$ cat config.mk
export PLATFORM = sky130hd
export DESIGN_NAME = ellipse_point_generator
export DESIGN_NICKNAME = d
export VERILOG_FILES = /design/src/hw/rtl/ellp_pkg.sv /design/src/hw/rtl/ellp_div.sv /design/src/hw/rtl/ellipse_point_generator.sv
export SDC_FILE = /design/constraint.sdc
export NUM_CORES = 2
export LEC_CHECK = 0
export BUFFER_PORTS_ARGS = -buffer_cell sky130_fd_sc_hd__buf_4
export CAP_MARGIN = 0
export CORE_ASPECT_RATIO = 1.1
export CORE_UTILIZATION = 46
export CTS_BUF_LIST = sky130_fd_sc_hd__clkbuf_2
export CTS_CLUSTER_DIAMETER = 200
export DETAILED_ROUTE_END_ITERATION = 8
export GPL_TIMING_DRIVEN = 0
export SKIP_CTS_REPAIR_TIMING = 1
export SYNTH_ARGS = -nofsm -noshare
export SYNTH_HDL_FRONTEND = slang
export SYNTH_SLANG_ARGS = --single-unit
$ cat constraint.sdc
create_clock -name clk -period 30.7 [get_ports clk]
set_input_delay 6.14 -clock clk [delete_from_list [all_inputs] [get_ports clk]]
set_output_delay 6.14 -clock clk [all_outputs]
set_load 0.02 [all_outputs]
$ cat src/hw/rtl/ellp_pkg.sv
// Shared types, constants and step-angle trig table for the ellipse point generator.
`timescale 1ns / 1ps

package ellp_pkg;

    localparam int MAX_POINTS_DEF = 64;
    localparam int FRAC_BITS_DEF  = 16;

    localparam int COORD_W = 32;
    localparam int RAD_W   = 31;
    localparam int PC_W    = 7;
    localparam int IDX_W   = 6;

    localparam int TRIG_DEPTH = 64;
    localparam int TRIG_IDX_W = $clog2(TRIG_DEPTH);

    localparam logic [63:0] PI_Q62  = 64'hC90FDAA22168C235;
    localparam logic [63:0] Q62_ONE = 64'h4000000000000000;

    localparam logic [63:0] TAYLOR_SIN_DEN [12] = '{
        64'd6, 64'd20, 64'd42, 64'd72, 64'd110, 64'd156,
        64'd210, 64'd272, 64'd342, 64'd420, 64'd506, 64'd600
    };
    localparam logic [63:0] TAYLOR_COS_DEN [12] = '{
        64'd2, 64'd12, 64'd30, 64'd56, 64'd90, 64'd132,
        64'd182, 64'd240, 64'd306, 64'd380, 64'd462, 64'd552
    };

    typedef struct packed {
        logic signed [COORD_W-1:0] center_x;
        logic signed [COORD_W-1:0] center_y;
        logic        [RAD_W-1:0]   major_radius;
        logic        [RAD_W-1:0]   minor_radius;
        logic        [PC_W-1:0]    point_count;
    } ellp_in_t;

    typedef struct packed {
        logic signed [COORD_W-1:0] x_coord;
        logic signed [COORD_W-1:0] y_coord;
        logic        [IDX_W-1:0]   point_index;
        logic                      last_point;
    } ellp_out_t;

    typedef struct packed {
        logic             start;
        logic [RAD_W-1:0] num;
        logic [RAD_W-1:0] den;
    } ellp_div_req_t;

    typedef struct packed {
        logic             done;
        logic [RAD_W-1:0] quot;
    } ellp_div_rsp_t;

    typedef logic [TRIG_DEPTH-1:0][63:0] ellp_trig_rom_t;

    function automatic logic [COORD_W-1:0] sat32(input logic signed [65:0] v);
        logic signed [65:0] hi;
        logic signed [65:0] lo;
        hi = 66'sh0_7FFF_FFFF;
        lo = -66'sh0_8000_0000;
        if (v > hi)
            return 32'h7FFF_FFFF;
        else if (v < lo)
            return 32'h8000_0000;
        else
            return v[31:0];
    endfunction

    // Elaboration-time helpers for the trig table.
    function automatic logic [63:0] umul62(input logic [63:0] a, input logic [63:0] b);
        logic [127:0] p;
        p = {64'd0, a} * {64'd0, b};
        p = p + (128'd1 << 61);
        return p[125:62];
    endfunction

    function automatic logic [63:0] smul62(input logic [63:0] a, input logic [63:0] b);
        logic        neg;
        logic [63:0] ua;
        logic [63:0] ub;
        logic [63:0] m;
        neg = a[63] ^ b[63];
        ua  = a[63] ? (64'd0 - a) : a;
        ub  = b[63] ? (64'd0 - b) : b;
        m   = umul62(ua, ub);
        return neg ? (64'd0 - m) : m;
    endfunction

    function automatic logic [63:0] udiv64(input logic [63:0] num, input logic [63:0] den);
        logic [64:0] rem;
        logic [63:0] q;
        rem = '0;
        q   = '0;
        for (int i = 63; i >= 0; i--) begin
            rem = {rem[63:0], num[i]};
            if (rem >= {1'b0, den}) begin
                rem  = rem - {1'b0, den};
                q[i] = 1'b1;
            end
        end
        return q;
    endfunction

    // {cos, sin} of 2*pi/n in Q2.30
    function automatic logic [63:0] ellp_step_trig(input int n);
        logic        [63:0] x;
        logic        [63:0] st;
        logic        [63:0] ss;
        logic        [63:0] ct;
        logic        [63:0] cs;
        logic        [63:0] c;
        logic        [63:0] s;
        logic        [63:0] c2;
        logic        [63:0] s2;
        logic signed [63:0] cr;
        logic signed [63:0] sr;
        x  = udiv64(PI_Q62, 64'(4 * n));
        st = x;
        ss = x;
        ct = Q62_ONE;
        cs = Q62_ONE;
        for (int k = 1; k <= 12; k++) begin
            st = umul62(umul62(st, x), x) / TAYLOR_SIN_DEN[k-1];
            ct = umul62(umul62(ct, x), x) / TAYLOR_COS_DEN[k-1];
            if ((k % 2) == 1) begin
                ss = ss - st;
                cs = cs - ct;
            end else begin
                ss = ss + st;
                cs = cs + ct;
            end
        end
        c = cs;
        s = ss;
        for (int k = 0; k < 3; k++) begin
            c2 = smul62(c, c) - smul62(s, s);
            s2 = smul62(s, c) << 1;
            c  = c2;
            s  = s2;
        end
        cr = $signed(c + 64'h8000_0000) >>> 32;
        sr = $signed(s + 64'h8000_0000) >>> 32;
        return {cr[31:0], sr[31:0]};
    endfunction

    function automatic ellp_trig_rom_t ellp_build_trig();
        ellp_trig_rom_t rom;
        for (int i = 0; i < TRIG_DEPTH; i++)
            rom[i] = ellp_step_trig(i + 1);
        return rom;
    endfunction

    localparam ellp_trig_rom_t TRIG_ROM = ellp_build_trig();

endpackage

$ cat src/hw/rtl/ellp_div.sv
// Restoring radix-2 divider: saturated (num << FRAC_BITS) / den, one quotient bit per cycle.
`timescale 1ns / 1ps

module ellp_div #(
    parameter int FRAC_BITS = ellp_pkg::FRAC_BITS_DEF
) (
    input  logic                    clk,
    input  logic                    rst_n,
    input  ellp_pkg::ellp_div_req_t req,
    output ellp_pkg::ellp_div_rsp_t rsp
);
    import ellp_pkg::*;

    localparam int NUM_W = RAD_W + FRAC_BITS;
    localparam int CNT_W = $clog2(NUM_W + 1);

    logic             active_reg, active_next;
    logic             done_reg, done_next;
    logic [CNT_W-1:0] cnt_reg, cnt_next;

    logic [NUM_W-1:0] num_reg;
    logic [RAD_W-1:0] den_reg;
    logic [RAD_W-1:0] rem_reg;
    logic [RAD_W-1:0] quot_reg;
    logic             ovf_reg;

    logic [RAD_W:0]   shifted;
    logic [RAD_W:0]   diff;
    logic             ge;

    assign shifted = {rem_reg, num_reg[NUM_W-1]};
    assign ge      = shifted >= {1'b0, den_reg};
    assign diff    = shifted - {1'b0, den_reg};

    always_comb
    begin
        active_next = active_reg;
        done_next   = 1'b0;
        cnt_next    = cnt_reg;
        if (req.start)
        begin
            active_next = 1'b1;
            cnt_next    = CNT_W'(NUM_W);
        end
        else if (active_reg)
        begin
            cnt_next = cnt_reg - CNT_W'(1);
            if (cnt_reg == CNT_W'(1))
            begin
                active_next = 1'b0;
                done_next   = 1'b1;
            end
        end
    end

    always_ff @(posedge clk or negedge rst_n)
    begin
        if (!rst_n)
        begin
            active_reg <= 1'b0;
            done_reg   <= 1'b0;
            cnt_reg    <= '0;
        end
        else
        begin
            active_reg <= active_next;
            done_reg   <= done_next;
            cnt_reg    <= cnt_next;
        end
    end

    always_ff @(posedge clk)
    begin
        if (req.start)
        begin
            num_reg  <= {req.num, {FRAC_BITS{1'b0}}};
            den_reg  <= req.den;
            rem_reg  <= '0;
            quot_reg <= '0;
            ovf_reg  <= 1'b0;
        end
        else if (active_reg)
        begin
            num_reg  <= num_reg << 1;
            rem_reg  <= ge ? diff[RAD_W-1:0] : shifted[RAD_W-1:0];
            quot_reg <= {quot_reg[RAD_W-2:0], ge};
            ovf_reg  <= ovf_reg | quot_reg[RAD_W-1];
        end
    end

    assign rsp.done = done_reg;
    assign rsp.quot = ovf_reg ? {RAD_W{1'b1}} : quot_reg;

endmodule

$ cat src/hw/rtl/ellipse_point_generator.sv
// Top level: ellipse point generator with a shared multiplier under a step sequencer.
`timescale 1ns / 1ps

// Usage:
//   Command channel: drive ellipse and pulse start; the transfer happens at a
//   clock edge with start high and busy low. busy stays high for the whole run.
//   A point count of zero is taken and produces nothing; counts above
//   MAX_POINTS are clamped; a zero radius is treated as one LSB.
//   Result channel: each point appears on point for one cycle with point_valid
//   high; last_point marks the final one. The receiver cannot stall.
//   Timing: the two radius ratios come from one iterative divider, one bit per
//   cycle, before the first point. Every following point takes six products
//   through the one 32x32 multiplier plus the emit step.
//   Reset: asynchronous, active low; returns to idle with no strobe pending.

module ellipse_point_generator #(
    parameter int MAX_POINTS = ellp_pkg::MAX_POINTS_DEF,
    parameter int FRAC_BITS  = ellp_pkg::FRAC_BITS_DEF
) (
    input  logic                clk,
    input  logic                rst_n,
    input  logic                start,
    input  ellp_pkg::ellp_in_t  ellipse,
    output logic                busy,
    output logic                point_valid,
    output ellp_pkg::ellp_out_t point
);
    import ellp_pkg::*;

    localparam int CNT_W   = $clog2(MAX_POINTS + 1);
    localparam int PIDX_W  = $clog2(MAX_POINTS);

    typedef enum logic [3:0] {
        ST_IDLE   = 4'b0001,
        ST_DIV_AB = 4'b0010,
        ST_DIV_BA = 4'b0100,
        ST_RUN    = 4'b1000
    } state_t;

    typedef enum logic [6:0] {
        SP_EMIT = 7'b0000001,
        SP_TY   = 7'b0000010,
        SP_TX   = 7'b0000100,
        SP_PX   = 7'b0001000,
        SP_NX   = 7'b0010000,
        SP_PY   = 7'b0100000,
        SP_NY   = 7'b1000000
    } step_t;

    state_t            state_reg, state_next;
    step_t             step_reg, step_next;
    logic [PIDX_W-1:0] idx_reg, idx_next;
    logic              point_valid_reg, point_valid_next;

    ellp_out_t                 point_reg;
    logic [CNT_W-1:0]          n_reg;
    logic [RAD_W-1:0]          a_reg;
    logic [RAD_W-1:0]          b_reg;
    logic signed [COORD_W-1:0] cx_reg;
    logic signed [COORD_W-1:0] cy_reg;
    logic signed [COORD_W-1:0] rmo_reg;
    logic signed [COORD_W-1:0] rom_reg;
    logic signed [COORD_W-1:0] cos_reg;
    logic signed [COORD_W-1:0] sin_reg;
    logic signed [COORD_W-1:0] rel_x_reg;
    logic signed [COORD_W-1:0] rel_y_reg;
    logic signed [COORD_W-1:0] ty_reg;
    logic signed [COORD_W-1:0] tx_reg;
    logic signed [63:0]        acc_reg;
    logic signed [63:0]        prod_reg;

    ellp_div_req_t div_req;
    ellp_div_rsp_t div_rsp;

    logic                      accept;
    logic                      accept_nz;
    logic [CNT_W-1:0]          n_sat;
    logic [RAD_W-1:0]          a_eff;
    logic [RAD_W-1:0]          b_eff;
    logic [TRIG_IDX_W-1:0]     trig_idx;
    logic [63:0]               trig_word;
    logic                      is_last;

    logic signed [COORD_W-1:0] mul_a;
    logic signed [COORD_W-1:0] mul_b;
    logic signed [63:0]        scl_sum;
    logic signed [63:0]        scl_shr;
    logic [COORD_W-1:0]        scl_val;
    logic signed [65:0]        rot_sum;
    logic signed [65:0]        rot_shr;
    logic [COORD_W-1:0]        rot_val;
    logic signed [65:0]        out_x;
    logic signed [65:0]        out_y;

    assign busy        = (state_reg != ST_IDLE);
    assign accept      = start & ~busy;
    assign accept_nz   = accept & (ellipse.point_count != '0);
    assign point_valid = point_valid_reg;
    assign point       = point_reg;

    always_comb
    begin
        if (ellipse.point_count > PC_W'(MAX_POINTS))
            n_sat = CNT_W'(MAX_POINTS);
        else
            n_sat = CNT_W'(ellipse.point_count);
    end

    assign a_eff     = (ellipse.major_radius == '0) ? RAD_W'(1) : ellipse.major_radius;
    assign b_eff     = (ellipse.minor_radius == '0) ? RAD_W'(1) : ellipse.minor_radius;
    assign trig_idx  = TRIG_IDX_W'(n_sat - CNT_W'(1));
    assign trig_word = TRIG_ROM[trig_idx];
    assign is_last   = (CNT_W'(idx_reg) == (n_reg - CNT_W'(1)));

    always_comb
    begin
        div_req.start = accept_nz | ((state_reg == ST_DIV_AB) & div_rsp.done);
        if (state_reg == ST_IDLE)
        begin
            div_req.num = a_eff;
            div_req.den = b_eff;
        end
        else
        begin
            div_req.num = b_reg;
            div_req.den = a_reg;
        end
    end

    ellp_div #(
        .FRAC_BITS (FRAC_BITS)
    ) u_div (
        .clk   (clk),
        .rst_n (rst_n),
        .req   (div_req),
        .rsp   (div_rsp)
    );

    // shared multiplier operand select
    always_comb
    begin
        unique case (step_reg)
            SP_EMIT: begin mul_a = rmo_reg;   mul_b = rel_y_reg; end
            SP_TY:   begin mul_a = rom_reg;   mul_b = rel_x_reg; end
            SP_TX:   begin mul_a = rel_x_reg; mul_b = cos_reg;   end
            SP_PX:   begin mul_a = ty_reg;    mul_b = sin_reg;   end
            SP_NX:   begin mul_a = tx_reg;    mul_b = sin_reg;   end
            SP_PY:   begin mul_a = rel_y_reg; mul_b = cos_reg;   end
            default: begin mul_a = '0;        mul_b = '0;        end
        endcase
    end

    assign scl_sum = prod_reg + (64'sd1 <<< (FRAC_BITS - 1));
    assign scl_shr = scl_sum >>> FRAC_BITS;
    assign scl_val = sat32({{2{scl_shr[63]}}, scl_shr});

    always_comb
    begin
        if (step_reg == SP_NX)
            rot_sum = {{2{acc_reg[63]}}, acc_reg} - {{2{prod_reg[63]}}, prod_reg};
        else
            rot_sum = {{2{acc_reg[63]}}, acc_reg} + {{2{prod_reg[63]}}, prod_reg};
    end

    assign rot_shr = (rot_sum + (66'sd1 <<< 29)) >>> 30;
    assign rot_val = sat32(rot_shr);

    assign out_x = {{34{cx_reg[31]}}, cx_reg} + {{34{rel_x_reg[31]}}, rel_x_reg};
    assign out_y = {{34{cy_reg[31]}}, cy_reg} + {{34{rel_y_reg[31]}}, rel_y_reg};

    always_comb
    begin
        state_next       = state_reg;
        step_next        = step_reg;
        idx_next         = idx_reg;
        point_valid_next = 1'b0;
        unique case (state_reg)
            ST_IDLE:
            begin
                if (accept_nz)
                    state_next = ST_DIV_AB;
            end
            ST_DIV_AB:
            begin
                if (div_rsp.done)
                    state_next = ST_DIV_BA;
            end
            ST_DIV_BA:
            begin
                if (div_rsp.done)
                begin
                    state_next = ST_RUN;
                    step_next  = SP_EMIT;
                    idx_next   = '0;
                end
            end
            ST_RUN:
            begin
                unique case (step_reg)
                    SP_EMIT:
                    begin
                        point_valid_next = 1'b1;
                        if (is_last)
                            state_next = ST_IDLE;
                        else
                            step_next = SP_TY;
                    end
                    SP_TY: step_next = SP_TX;
                    SP_TX: step_next = SP_PX;
                    SP_PX: step_next = SP_NX;
                    SP_NX: step_next = SP_PY;
                    SP_PY: step_next = SP_NY;
                    SP_NY:
                    begin
                        step_next = SP_EMIT;
                        idx_next  = idx_reg + PIDX_W'(1);
                    end
                    default: step_next = SP_EMIT;
                endcase
            end
            default: state_next = ST_IDLE;
        endcase
    end

    always_ff @(posedge clk or negedge rst_n)
    begin
        if (!rst_n)
        begin
            state_reg       <= ST_IDLE;
            step_reg        <= SP_EMIT;
            idx_reg         <= '0;
            point_valid_reg <= 1'b0;
        end
        else
        begin
            state_reg       <= state_next;
            step_reg        <= step_next;
            idx_reg         <= idx_next;
            point_valid_reg <= point_valid_next;
        end
    end

    always_ff @(posedge clk)
    begin
        prod_reg <= mul_a * mul_b;

        if (accept_nz)
        begin
            cx_reg    <= ellipse.center_x;
            cy_reg    <= ellipse.center_y;
            a_reg     <= a_eff;
            b_reg     <= b_eff;
            n_reg     <= n_sat;
            cos_reg   <= trig_word[63:32];
            sin_reg   <= trig_word[31:0];
            rel_x_reg <= {1'b0, a_eff};
            rel_y_reg <= '0;
        end

        if ((state_reg == ST_DIV_AB) && div_rsp.done)
            rmo_reg <= {1'b0, div_rsp.quot};
        if ((state_reg == ST_DIV_BA) && div_rsp.done)
            rom_reg <= {1'b0, div_rsp.quot};

        if (state_reg == ST_RUN)
        begin
            unique case (step_reg)
                SP_EMIT:
                begin
                    point_reg.x_coord     <= sat32(out_x);
                    point_reg.y_coord     <= sat32(out_y);
                    point_reg.point_index <= IDX_W'(idx_reg);
                    point_reg.last_point  <= is_last;
                end
                SP_TY: ty_reg    <= scl_val;
                SP_TX: tx_reg    <= scl_val;
                SP_PX: acc_reg   <= prod_reg;
                SP_NX: rel_x_reg <= rot_val;
                SP_PY: acc_reg   <= prod_reg;
                SP_NY: rel_y_reg <= rot_val;
                default: acc_reg <= acc_reg;
            endcase
        end
    end

    a_start_busy: assert property (@(posedge clk) disable iff (!rst_n)
        accept_nz |=> busy)
        else $error("busy not raised after a transfer with points");

    a_last_gap: assert property (@(posedge clk) disable iff (!rst_n)
        (point_valid && point.last_point) |=> !point_valid)
        else $error("strobe right after the last point");

    a_more_busy: assert property (@(posedge clk) disable iff (!rst_n)
        (point_valid && !point.last_point) |-> busy)
        else $error("run ended before the last point");

    a_div_state: assert property (@(posedge clk) disable iff (!rst_n)
        div_rsp.done |-> (state_reg == ST_DIV_AB || state_reg == ST_DIV_BA))
        else $error("divider finished outside a divide state");

endmodule

==> metrics.txt <==
Post-route DRC=0; Net Count, Synth=10360; via count=71370; I/O pin total=209; Synth area leaders=fa_1, edfxtp_1, inv_1; slowest CP cell=nor4b_1; DPL Wire Length=300100 µm; CP startpoint kind=flip-flop; PD cells=39.11 nW/µm²; initial drt markers=8127; Critical Path End Type=flip-flop; total overflow reported by the global router=0; number of unique standard cell types used by synthesis=102; die area=174500 µm²; Fillers=16470; count of final hold-check violations=0; cell mode on critical path=fa_1; Core Region=171100 µm²; # rows=159; Critical Path AT=16.14 ns; Vias/cell=6.131; Yosys reg bits=736; total length of routed wires=374100 µm; EDFF count, synth=519; Final Skew=0.1537 ns; largest net degree at the start of global routing=68; first-pass GRT wire length=523000 µm; Critical Path RT=32.15 ns; min-delay worst type=flip-flop to flip-flop; TritonCTS clock tree=done; 1st-pass router iterations=8; Initial Util=46.46%; placed cell area=84750 µm²; crit share post-route=47.82%; Worst VDD drop=40.34 µV; Layout area overhead=8.948%; PortBufs=208; Syn Inst Count=8772; Final ANT Viol Nets=0; Routed WL per cell=32.14 µm; max-cap viol count=5; Nets=10810; placed cell count=11290; fmax=0.06811 GHz; average cell area after synthesis=9.062 µm²; Final Non-Filler Cells=11640; critical path class=flip-flop to flip-flop; Slew @ Worst Pin=1.622 ns; vias in the first global route=71690; clk sinks=736; Async SR Flop Fraction=3.533%; status=complete, but fails checks; Netlist Area Pre-Place=79490 µm²; Slew Limit Fails=65; GR Util All Layers=42.83%; Synth top area share=27.33%; WHS=0.3584 ns; clk slew on worst S/H paths=0.10 ns; Top FF cell, synth=edfxtp_1; RSZ-0062 raised after global routing=no; Leak=39.66 nW; worst skew pair latency=1.66 ns; largest stage delay on the critical path=0.92 ns; Relative slew margins=-8.143%; Ys Warns=0; TritonCTS buffer count=186; failing checks=capacitance limit, slew limit; final setup TNS=0 ns; initial antenna violation count=23; endpoints failing setup=0; area leader, netlist=fa_1; CTS root buf=clkbuf_2; min cycle time layout=14.68 ns; die width=398.4 µm; layout cells sized above 1=7.745%; Placer Congestion=1.077; post-route cell area=86600 µm²; sequential-to-total area share from yosys stat=25.24%; number of flip-flops in the largest register=71; Die Y-Extent=438.0 µm; largest fanout on the critical path=10; H-Tree Level Count=4; CTS max path bufs=3
==> Yosys cell counts, types with 25 or more instances <==
master    instances
dfxtp_1         191
a22oi_1          49
inv_1          1242
nor2_1          932
a21oi_1         462
a31oi_1          88
nand4_1          51
edfxtp_1        519
nand2b_1         53
a211oi_1         46
nor3_1          122
nor2b_1          32
a221oi_1         56
buf_1            46
nand2_1        1122
o21a_1           25
o22ai_1          41
or3_1            40
o21bai_1         36
a221o_1          28
fa_1           1085
mux2i_1          82
xnor2_1         193
and2_1           50
nor4_1           44
a222oi_1         26
or2_2            60
and3_1           49
a21o_1          111
o31ai_1          31
ha_1            364
nand3_1         103
a22o_1           42
o211ai_1         35
xor2_1          135
o21ai_0         351
clkbuf_1        491
==> cell usage in the layout, fill, tap and decap left out, types with 88 or more instances in the layout <==
master,synthesis,final
dfxtp_1,191,191
nand3_1,103,103
nor3_1,122,115
nor2_1,932,931
xnor2_1,193,192
a31oi_1,88,88
edfxtp_1,519,519
nand2_1,1122,1121
fa_1,1085,1085
a21oi_1,462,462
clkbuf_1,491,488
clkbuf_2,0,284
a21o_1,111,111
ha_1,364,364
inv_1,1242,1240
xor2_1,135,135
o21ai_0,351,351
buf_4,0,235
==> path summary, 6_finish.rpt <==
check	start	endpoint	slack [ns]	depth (start not counted)
worst min-delay path	prod_reg[58]$_DFF_P_	acc_reg[58]$_DFFE_PP_	0.36	0
worst max-delay path	step_reg[5]$_DFFE_PN0P_	prod_reg[61]$_DFF_P_	16.02	39
min in group asynchronous	rst_n	step_reg[1]$_DFFE_PN0P_	4.44	1
worst min register to register	prod_reg[58]$_DFF_P_	acc_reg[58]$_DFFE_PP_	0.36	0
max in group asynchronous	rst_n	u_div.cnt_reg[4]$_DFFE_PN0P_	25.82	1
worst max register to register	step_reg[5]$_DFFE_PN0P_	prod_reg[61]$_DFF_P_	16.02	39
==> area by class of cell <==
type | count | area, µm² | share of cell area, %
multi-input cells | 6233 | 52870 | 61.05
flip-flops and latches | 736 | 20060 | 23.17
inverters | 1247 | 4681 | 5.405
well taps | 2254 | 2820 | 3.256
repair buffers | 262 | 2196 | 2.536
plain buffers | 556 | 2130 | 2.459
clock buffers | 282 | 1411 | 1.630
clock inverters | 58 | 395.4 | 0.4565
diodes | 14 | 35.03 | 0.04045
==> per-stage QoR <==
stage          total power [mW]  worst slack (ns)  utilization (%)
2_1_floorplan             2.197             17.09                -
3_3_place_gp              2.638             12.80            49.02
3_5_place_dp              2.635             16.48            49.54
4_1_cts                   3.361             16.28            50.59
5_1_grt                   3.544             15.54            50.61
6_report                  3.387             16.02            50.62
==> per-layer routing <==
metal	wire [µm]	GRT usage [%]	vias up
li1	-	-	29970
met1	138400	52.55	35680
met2	159100	63.07	4531
met3	44670	14.07	1173
met4	31840	30.99	22
met5	150	0	-
==> kinds of logic (layout without fill, tap and decap cells) <==
group	after synthesis	count (layout)	synth area share, %
adder cells (fa/ha/maj)	1459	1459	33.18
AO/OA/AOI/OAI	1628	1628	13.39
AND/OR/NAND/NOR	2729	2729	14.87
XOR/XNOR	329	329	3.634
buffers and inverters	1803	2405	8.560
flip-flops	736	736	25.24
multiplexers	88	88	1.132
other	0	14	0
==> power by group <==
group	switching [mW]	internal, mW	leakage (nW)	total, mW
Combinational	0.802	0.443	31.3	1.24
Clock	0.448	0.280	1.36	0.727
Sequential	0.145	1.27	7.02	1.42
==> worst max-delay path, delay by kind of cell (launching register included) <==
| family | cells | cell delay (ns) |
|---|---|---|
| compound gates | 11 | 2.68 |
| fa+ha+maj | 9 | 5.17 |
| buf+inv | 10 | 3.50 |
| flops | 1 | 0.37 |
| mux | 1 | 0.13 |
| simple gates | 8 | 2.64 |
No activity file was read; power rests on OpenSTA's default activity.
